## src/design/plen_pkg.sv

```systemverilog
// ----------------------------------------------------------------------------
// plen_pkg
// Shared widths, transaction types and helpers for the polyline length block.
// ----------------------------------------------------------------------------
package plen_pkg;

   localparam int COORD_BITS  = 24;
   localparam int LENGTH_BITS = 48;

   // Sum of two squares of COORD_BITS magnitudes needs one extra bit.
   localparam int SQ_BITS     = 2 * COORD_BITS + 1;
   localparam int ROOT_BITS   = (SQ_BITS + 1) / 2;
   localparam int RAD_BITS    = 2 * ROOT_BITS;
   localparam int REM_BITS    = ROOT_BITS + 2;
   localparam int SQ_CNT_BITS = $clog2(COORD_BITS);
   localparam int RT_CNT_BITS = $clog2(ROOT_BITS);

   typedef struct packed {
      logic signed [COORD_BITS-1:0] point_x;
      logic signed [COORD_BITS-1:0] point_y;
      logic                         last_point;
   } req_type;

   typedef struct packed {
      logic [LENGTH_BITS-1:0] curve_length;
      logic                   length_saturated;
   } rsp_type;

   // Magnitude of a - b; the difference of two COORD_BITS signed values
   // always fits COORD_BITS unsigned bits.
   function automatic logic [COORD_BITS-1:0] abs_diff(
      input logic signed [COORD_BITS-1:0] a,
      input logic signed [COORD_BITS-1:0] b
   );
      logic [COORD_BITS:0] d;
      logic [COORD_BITS:0] mag;
      d   = {a[COORD_BITS-1], a} - {b[COORD_BITS-1], b};
      mag = d[COORD_BITS] ? (~d + 1'b1) : d;
      return mag[COORD_BITS-1:0];
   endfunction

endpackage

```

## src/design/plen_sqsum.sv

```systemverilog
// ----------------------------------------------------------------------------
// plen_sqsum
// Bit-serial dx*dx + dy*dy, one multiplier bit of each operand per cycle.
// ----------------------------------------------------------------------------
module plen_sqsum (
   input  logic                              clock,
   input  logic                              reset,
   input  logic                              start,
   input  logic [plen_pkg::COORD_BITS-1:0]   dx,
   input  logic [plen_pkg::COORD_BITS-1:0]   dy,
   output logic                              done,
   output logic [plen_pkg::SQ_BITS-1:0]      sum
);

   localparam int CB = plen_pkg::COORD_BITS;
   localparam int SB = plen_pkg::SQ_BITS;
   localparam int NB = plen_pkg::SQ_CNT_BITS;

   logic [CB-1:0] mx_ff, mx_in, my_ff, my_in;
   logic [CB-1:0] dx_ff, dx_in, dy_ff, dy_in;
   logic [SB-1:0] acc_ff, acc_in;
   logic [NB-1:0] cnt_ff, cnt_in;
   logic          busy_ff, busy_in;
   logic          done_ff, done_in;
   logic [SB-1:0] add_x, add_y;

   // Multipliers are scanned most significant bit first, so the accumulator
   // doubles each cycle and the partial products stay narrow.
   always_comb begin
      mx_in   = mx_ff;
      my_in   = my_ff;
      dx_in   = dx_ff;
      dy_in   = dy_ff;
      acc_in  = acc_ff;
      cnt_in  = cnt_ff;
      busy_in = busy_ff;
      done_in = 1'b0;
      add_x   = mx_ff[CB-1] ? SB'(dx_ff) : '0;
      add_y   = my_ff[CB-1] ? SB'(dy_ff) : '0;
      if (start) begin
         mx_in   = dx;
         my_in   = dy;
         dx_in   = dx;
         dy_in   = dy;
         acc_in  = '0;
         cnt_in  = '0;
         busy_in = 1'b1;
      end else if (busy_ff) begin
         acc_in = {acc_ff[SB-2:0], 1'b0} + add_x + add_y;
         mx_in  = {mx_ff[CB-2:0], 1'b0};
         my_in  = {my_ff[CB-2:0], 1'b0};
         cnt_in = cnt_ff + 1'b1;
         if (cnt_ff == NB'(CB - 1)) begin
            busy_in = 1'b0;
            done_in = 1'b1;
         end
      end
   end

   always_ff @(posedge clock) begin
      if (reset) begin
         busy_ff <= 1'b0;
         done_ff <= 1'b0;
         cnt_ff  <= '0;
      end else begin
         busy_ff <= busy_in;
         done_ff <= done_in;
         cnt_ff  <= cnt_in;
      end
      mx_ff  <= mx_in;
      my_ff  <= my_in;
      dx_ff  <= dx_in;
      dy_ff  <= dy_in;
      acc_ff <= acc_in;
   end

   assign done = done_ff;
   assign sum  = acc_ff;

endmodule

```

## src/design/plen_isqrt.sv

```systemverilog
// ----------------------------------------------------------------------------
// plen_isqrt
// Restoring integer square root, one root bit per cycle (floor result).
// ----------------------------------------------------------------------------
module plen_isqrt (
   input  logic                              clock,
   input  logic                              reset,
   input  logic                              start,
   input  logic [plen_pkg::SQ_BITS-1:0]      radicand,
   output logic                              done,
   output logic [plen_pkg::ROOT_BITS-1:0]    root
);

   localparam int RB = plen_pkg::ROOT_BITS;
   localparam int AB = plen_pkg::RAD_BITS;
   localparam int MB = plen_pkg::REM_BITS;
   localparam int NB = plen_pkg::RT_CNT_BITS;

   logic [AB-1:0] rad_ff, rad_in;
   logic [MB-1:0] rem_ff, rem_in;
   logic [RB-1:0] root_ff, root_in;
   logic [NB-1:0] cnt_ff, cnt_in;
   logic          busy_ff, busy_in;
   logic          done_ff, done_in;
   logic [MB-1:0] rem_sh, trial;
   logic          fits;

   // The remainder never exceeds twice the partial root, so its top two bits
   // are zero before each shift and can be dropped.
   always_comb begin
      rad_in  = rad_ff;
      rem_in  = rem_ff;
      root_in = root_ff;
      cnt_in  = cnt_ff;
      busy_in = busy_ff;
      done_in = 1'b0;
      rem_sh  = {rem_ff[MB-3:0], rad_ff[AB-1:AB-2]};
      trial   = {root_ff, 2'b01};
      fits    = (rem_sh >= trial);
      if (start) begin
         rad_in  = AB'(radicand);
         rem_in  = '0;
         root_in = '0;
         cnt_in  = '0;
         busy_in = 1'b1;
      end else if (busy_ff) begin
         rad_in  = {rad_ff[AB-3:0], 2'b00};
         rem_in  = fits ? (rem_sh - trial) : rem_sh;
         root_in = {root_ff[RB-2:0], fits};
         cnt_in  = cnt_ff + 1'b1;
         if (cnt_ff == NB'(RB - 1)) begin
            busy_in = 1'b0;
            done_in = 1'b1;
         end
      end
   end

   always_ff @(posedge clock) begin
      if (reset) begin
         busy_ff <= 1'b0;
         done_ff <= 1'b0;
         cnt_ff  <= '0;
      end else begin
         busy_ff <= busy_in;
         done_ff <= done_in;
         cnt_ff  <= cnt_in;
      end
      rad_ff  <= rad_in;
      rem_ff  <= rem_in;
      root_ff <= root_in;
   end

   assign done = done_ff;
   assign root = root_ff;

endmodule

```

## src/design/polyline_length.sv

```systemverilog
// ----------------------------------------------------------------------------
// polyline_length
// Vertices of a planar polyline arrive one transaction at a time as signed
// Q15.8 coordinates. Each segment adds floor(sqrt(dx*dx + dy*dy)) to a running
// Q40.8 length, and the vertex marked last returns the total and the
// saturation flag, after which the block starts a new curve. With closed
// mode set the last vertex also adds the segment back to the first one.
// The first vertex of a curve goes through the post state and back to idle,
// where req_ready is high again. Every other vertex runs from acceptance to
// the next ready through the bit-serial sum of squares, the one-bit-per-cycle
// square root and the control states; a last vertex in closed mode runs the
// pair twice. A last vertex also holds off the next one for as long as the
// previous result still waits to be taken. One vertex is worked on at a time;
// a finished result waits in the output register while the next vertex is
// taken.
// ----------------------------------------------------------------------------
module polyline_length (
   input  logic              clock,
   input  logic              reset,
   input  logic              req_valid,
   output logic              req_ready,
   input  plen_pkg::req_type req_data,
   output logic              rsp_valid,
   input  logic              rsp_ready,
   output plen_pkg::rsp_type rsp_data,
   input  logic              csr_write_enable,
   input  logic              csr_write_data
);

   localparam int CB = plen_pkg::COORD_BITS;
   localparam int LB = plen_pkg::LENGTH_BITS;

   localparam logic [2:0] S_IDLE = 3'd0;
   localparam logic [2:0] S_DIFF = 3'd1;
   localparam logic [2:0] S_SQ   = 3'd2;
   localparam logic [2:0] S_ROOT = 3'd3;
   localparam logic [2:0] S_ADD  = 3'd4;
   localparam logic [2:0] S_POST = 3'd5;

   logic [2:0]           state_ff, state_in;
   logic signed [CB-1:0] cur_x_ff, cur_x_in, cur_y_ff, cur_y_in;
   logic signed [CB-1:0] first_x_ff, first_x_in, first_y_ff, first_y_in;
   logic signed [CB-1:0] prev_x_ff, prev_x_in, prev_y_ff, prev_y_in;
   logic                 last_ff, last_in;
   logic [LB-1:0]        len_ff, len_in;
   logic                 ovf_ff, ovf_in;
   logic                 have_ff, have_in;
   logic                 closing_ff, closing_in;
   logic                 closed_ff, closed_in;
   logic                 rsp_valid_ff, rsp_valid_in;
   plen_pkg::rsp_type    rsp_data_ff, rsp_data_in;

   logic signed [CB-1:0]             ax, ay, bx, by;
   logic [CB-1:0]                    dx, dy;
   logic                             sq_start, sq_done;
   logic [plen_pkg::SQ_BITS-1:0]     sq_sum;
   logic                             rt_start, rt_done;
   logic [plen_pkg::ROOT_BITS-1:0]   rt_root;
   logic [LB:0]                      len_sum;

   // The closing pass measures from the last vertex back to the first.
   always_comb begin
      ax = closing_ff ? cur_x_ff   : prev_x_ff;
      ay = closing_ff ? cur_y_ff   : prev_y_ff;
      bx = closing_ff ? first_x_ff : cur_x_ff;
      by = closing_ff ? first_y_ff : cur_y_ff;
      dx = plen_pkg::abs_diff(ax, bx);
      dy = plen_pkg::abs_diff(ay, by);
   end

   assign sq_start = (state_ff == S_DIFF);
   assign rt_start = (state_ff == S_SQ) && sq_done;
   assign len_sum  = {1'b0, len_ff} + (LB + 1)'(rt_root);

   plen_sqsum u_sqsum (
      .clock (clock),
      .reset (reset),
      .start (sq_start),
      .dx    (dx),
      .dy    (dy),
      .done  (sq_done),
      .sum   (sq_sum)
   );

   plen_isqrt u_isqrt (
      .clock    (clock),
      .reset    (reset),
      .start    (rt_start),
      .radicand (sq_sum),
      .done     (rt_done),
      .root     (rt_root)
   );

   always_comb begin
      state_in     = state_ff;
      cur_x_in     = cur_x_ff;
      cur_y_in     = cur_y_ff;
      first_x_in   = first_x_ff;
      first_y_in   = first_y_ff;
      prev_x_in    = prev_x_ff;
      prev_y_in    = prev_y_ff;
      last_in      = last_ff;
      len_in       = len_ff;
      ovf_in       = ovf_ff;
      have_in      = have_ff;
      closing_in   = closing_ff;
      closed_in    = csr_write_enable ? csr_write_data : closed_ff;
      rsp_valid_in = rsp_valid_ff && !rsp_ready;
      rsp_data_in  = rsp_data_ff;

      unique case (state_ff)
         S_IDLE: begin
            if (req_valid) begin
               cur_x_in   = req_data.point_x;
               cur_y_in   = req_data.point_y;
               last_in    = req_data.last_point;
               closing_in = 1'b0;
               if (have_ff) begin
                  state_in = S_DIFF;
               end else begin
                  // First vertex of a curve: nothing to measure yet.
                  first_x_in = req_data.point_x;
                  first_y_in = req_data.point_y;
                  have_in    = 1'b1;
                  state_in   = S_POST;
               end
            end
         end
         S_DIFF: begin
            state_in = S_SQ;
         end
         S_SQ: begin
            if (sq_done) begin
               state_in = S_ROOT;
            end
         end
         S_ROOT: begin
            if (rt_done) begin
               state_in = S_ADD;
            end
         end
         S_ADD: begin
            if (len_sum[LB]) begin
               len_in = '1;
               ovf_in = 1'b1;
            end else begin
               len_in = len_sum[LB-1:0];
            end
            if (!closing_ff && last_ff && closed_ff) begin
               closing_in = 1'b1;
               state_in   = S_DIFF;
            end else begin
               state_in = S_POST;
            end
         end
         S_POST: begin
            prev_x_in = cur_x_ff;
            prev_y_in = cur_y_ff;
            if (!last_ff) begin
               state_in = S_IDLE;
            end else if (!rsp_valid_ff || rsp_ready) begin
               rsp_valid_in                 = 1'b1;
               rsp_data_in.curve_length     = len_ff;
               rsp_data_in.length_saturated = ovf_ff;
               len_in   = '0;
               ovf_in   = 1'b0;
               have_in  = 1'b0;
               state_in = S_IDLE;
            end
         end
         default: begin
            state_in = S_IDLE;
         end
      endcase
   end

   always_ff @(posedge clock) begin
      if (reset) begin
         state_ff     <= S_IDLE;
         len_ff       <= '0;
         ovf_ff       <= 1'b0;
         have_ff      <= 1'b0;
         closing_ff   <= 1'b0;
         closed_ff    <= 1'b0;
         rsp_valid_ff <= 1'b0;
      end else begin
         state_ff     <= state_in;
         len_ff       <= len_in;
         ovf_ff       <= ovf_in;
         have_ff      <= have_in;
         closing_ff   <= closing_in;
         closed_ff    <= closed_in;
         rsp_valid_ff <= rsp_valid_in;
      end
      cur_x_ff    <= cur_x_in;
      cur_y_ff    <= cur_y_in;
      first_x_ff  <= first_x_in;
      first_y_ff  <= first_y_in;
      prev_x_ff   <= prev_x_in;
      prev_y_ff   <= prev_y_in;
      last_ff     <= last_in;
      rsp_data_ff <= rsp_data_in;
   end

   assign req_ready = (state_ff == S_IDLE);
   assign rsp_valid = rsp_valid_ff;
   assign rsp_data  = rsp_data_ff;

endmodule

```

## config.mk

```make
export PLATFORM = sky130hd
export DESIGN_NAME = polyline_length
export DESIGN_NICKNAME = d
export VERILOG_FILES = /design/src/design/plen_pkg.sv /design/src/design/plen_sqsum.sv /design/src/design/plen_isqrt.sv /design/src/design/polyline_length.sv
export SDC_FILE = /design/constraint.sdc
export NUM_CORES = 1
export LEC_CHECK = 0
export BUFFER_PORTS_ARGS = -buffer_cell sky130_fd_sc_hd__buf_2
export CORE_MARGIN = 2
export CORE_UTILIZATION = 50
export CTS_BUF_LIST = sky130_fd_sc_hd__clkbuf_4
export CTS_CLUSTER_SIZE = 25
export DETAILED_ROUTE_END_ITERATION = 7
export HOLD_SLACK_MARGIN = 0.02
export MAX_ROUTING_LAYER = met4
export PLACE_DENSITY_LB_ADDON = 0.08
export SETUP_SLACK_MARGIN = 0.5
export SKIP_CTS_REPAIR_TIMING = 1
export SYNTH_ARGS = -nofsm -noshare
export SYNTH_HDL_FRONTEND = slang
export SYNTH_HIERARCHICAL = 1
export SYNTH_SLANG_ARGS = --single-unit
export TNS_END_PERCENT = 50
```

## constraint.sdc

```tcl
create_clock -name clock -period 9.5 [get_ports clock]
set_input_delay 0.475 -clock clock [delete_from_list [all_inputs] [get_ports clock]]
set_output_delay 0.475 -clock clock [all_outputs]
set_load 0.05 [all_outputs]
```

==> flow_summary.ini <==
[outcome]
status = completed

[die]
core_area_sq_um = 56200
die_w_microns = 242
dieArea_sq_um = 58500
die_h_microns = 242
io_pins = 106
initial_core_util = 0.504
rows = 87

[sta]
final-setup-viol-count = 0
hold_viol_final = 0
rsz0062_at_grt = false
period_minus_slack_ns = 5.58
relSlewSlack = 0.247
setup_tns_ns = 0
layout_worst_path_cycle_share = 0.587
fin_skew_ns = 0.0483
worstMarginPinSlew_ns = 1.12
max_freq_mhz = 179
slew_violations = 0

[power]
power.ir.vdd_worst_mv = 0.169
power_leakage_nw = 11.8
powerDensity_nw_per_um2 = 313

[global_route]
grt_pass1_wl_mm = 101
grt_use_total = 0.217
grt.overflow.total = 0
antenna_found_initial = 2
grt_start_max_net_pins = 158
grt_pass1_vias = 20200

[final_layout]
stdcell_area_sq_um = 31900
syn2layout_area_growth_pct = 12.7
layout-drive-gt1-share = 0.201
layout.nets = 2990

[clock_network]
clk_pin_slew_ns = 0.06
cts_buffer_depth = 3
cts.sinks = 509
htreeDepth = 4
cts_tree = done
clock_latency_ns = 0.96
numCtsBuffers = 140
cts_root_buffer = clkbuf_4

[synthesis]
synthArstFlopShare = 0
synth_edf_count = 339
synthesis.nets = 2790
postSynthCellCount = 2578
ys.flop_type = edfxtp_1
yosysWarnings = 6
mappedNetlistArea_sq_um = 28300
synth_seq_area_share = 0.480
yosys_register_bits = 509
synth_cell_types = 105
avgSynthCellArea_sq_um = 11.0

[worst_setup_path]
worstPathRequired_ns = 10.19
rr_startpoint = closing_ff
crit_start = closing_ff
path_class = reg -> reg
cp_data_arrival_time_ns = 6.26
path_max_fanout = 53
critical_path.top_delay_family = simple AND/OR/NAND/NOR gates
path_cells = buf_4 > mux2_2 > ha_1 > o21a_1 > o31a_1 > o21ai_0 > a21oi_1 > or4b_1 > nor3_2 > nor4b_1 > nor3b_1 > a21oi_1 > xor2_1 > mux2_2
cp-end-kind = register
cpPeakStageDelay_ns = 0.83
worst_setup_path_start_kind = register
cp_slowest_cell = dfxtp_4
crit_buf_inv = 1

[detailed_routing]
drtAntennaViolNets = 0
vias = 20400
drtIter0Drc = 1080
first_pass_iters = 5
drc = 0
wl_mm = 62.0
wire_per_inst_microns = 17.0
routed_via_density = 5.58

[placement]
port_buffers = 105
placed_area_sq_um = 29500
gp_congestion = 0.897
hpwl_mm = 42.1

[worst_hold_path]
hold_class = in -> reg
hp-start = req_valid

[job]
max_cap_violations = 0
[path summary, 6_finish.rpt]
| check | endpoint | slack, ns | cells past startpoint |
|---|---|---|---|
| worst max-delay path | u_sqsum/my_ff[20] | 3.92 | 14 |
| worst min-delay path | state_ff[2] | 0.06 | 5 |
| worst max register to register | u_sqsum/my_ff[20] | 3.92 | 14 |
| worst min register to register | rsp_data[0] | 0.44 | 0 |
[flip-flops by register name, indices dropped and copies added, names as in the netlist, 3 cells and up]
| signal | flops |
|---|---|
| u_sqsum/mx_ff | 24 |
| u_sqsum/sum | 49 |
| first_y_ff | 24 |
| u_isqrt/rad_ff | 50 |
| u_sqsum/cnt_ff | 5 |
| len_ff | 48 |
| state_ff | 3 |
| first_x_ff | 24 |
| u_isqrt/root | 25 |
| u_sqsum/my_ff | 24 |
| u_sqsum/dx_ff | 24 |
| u_isqrt/rem_ff | 25 |
| prev_y_ff | 24 |
| rsp_data | 49 |
| cur_y_ff | 24 |
| u_sqsum/dy_ff | 24 |
| prev_x_ff | 24 |
| cur_x_ff | 24 |
| u_isqrt/cnt_ff | 5 |
[cells by family after synthesis]
logic type               synth area share
multiplexers                       0.0946
adder cells (fa/ha/maj)            0.0766
AO/OA/AOI/OAI                       0.145
AND/OR/NAND/NOR                     0.132
flip-flops                          0.480
XOR/XNOR                           0.0461
buffers and inverters              0.0260
[final cells by class]
class                   instances  area, sq um
flip-flops and latches        509        13600
clock buffers                 220         1650
inverters                      73          274
multi-input cells            1881        14000
fillers                      4902        24300
repair buffers                173         1180
diodes                          5         12.5
clock inverters                37          233
well taps                     756          946
[synth_stat cells, types with 25 or more instances]
cell	n	share of area
a211oi_1	43	0.011
a21o_1	51	0.014
a21oi_1	162	0.029
a31oi_1	44	0.0097
and2_1	64	0.014
clkbuf_1	92	0.012
dfxtp_1	170	0.12
edfxtp_1	339	0.36
fa_1	27	0.019
ha_1	130	0.057
inv_1	73	0.0097
mux2_2	144	0.057
mux2i_1	104	0.037
nand2_1	136	0.018
nand3_1	56	0.0099
nand4_1	25	0.0055
nor2_1	214	0.028
nor3_1	37	0.0065
o21ai_0	99	0.018
xnor2_1	96	0.030
xor2_1	53	0.016
[worst register-to-register path, cell delays in order (launching register included)]
cell and delay (ns):
dfxtp_4 0.83, buf_4 0.65, mux2_2 0.42, ha_1 0.37
o21a_1 0.23, o31a_1 0.16, o21ai_0 0.19, a21oi_1 0.15
or4b_1 0.58, nor3_2 0.32, nor4b_1 0.51, nor3b_1 0.35
a21oi_1 0.13, xor2_1 0.17, mux2_2 0.27
[layout by cell type, fill, tap and decap left out, types with 25 or more instances in the layout]
cell type	netlist	routed
edfxtp_1	339	339
clkbuf_4	0	220
nor2_1	214	211
dfxtp_1	170	167
a21oi_1	162	162
mux2_2	144	144
nand2_1	136	136
ha_1	130	130
buf_2	7	105
mux2i_1	104	104
o21ai_0	99	99
xnor2_1	96	96
inv_1	73	70
and2_1	64	63
nand3_1	56	56
xor2_1	53	53
dlygate4sd3_1	0	52
a21o_1	51	51
a31oi_1	44	44
a211oi_1	43	43
nor3_1	37	37
fa_1	27	27
nand4_1	25	25
[metrics by stage]
stage	instances	total power, mW	worst slack (ns)	util	hold slack, ns
floorplan	2578	6.90	2.92	-	0.409
global placement	3340	7.86	4.03	0.525	0.418
detailed placement	3340	7.95	3.93	0.525	0.428
CTS	3597	10.1	3.91	0.559	-0.414
global route	3654	10.7	3.47	0.568	0.0460
finish	3654	9.98	3.92	0.568	0.0642
[per-layer routing]
layer / wire length (microns) / track usage / vias up / share of wire
met3: 2610 / 0.0444 / 114 / 0.042
met2: 29100 / 0.339 / 431 / 0.47
met1: 28200 / 0.273 / 9715 / 0.45
li1: - / - / 10100 / -
met5: 0 / - / - / 0
met4: 2040 / 0.0991 / 0 / 0.033
[power by group]
| part | total, mW | switching, mW | internal, mW |
|---|---|---|---|
| logic | 4.46 | 2.76 | 1.70 |
| clock network | 2.06 | 0.921 | 1.13 |
| registers | 3.47 | 0.302 | 3.17 |
Note: power is estimated with default switching activity, not from simulation.
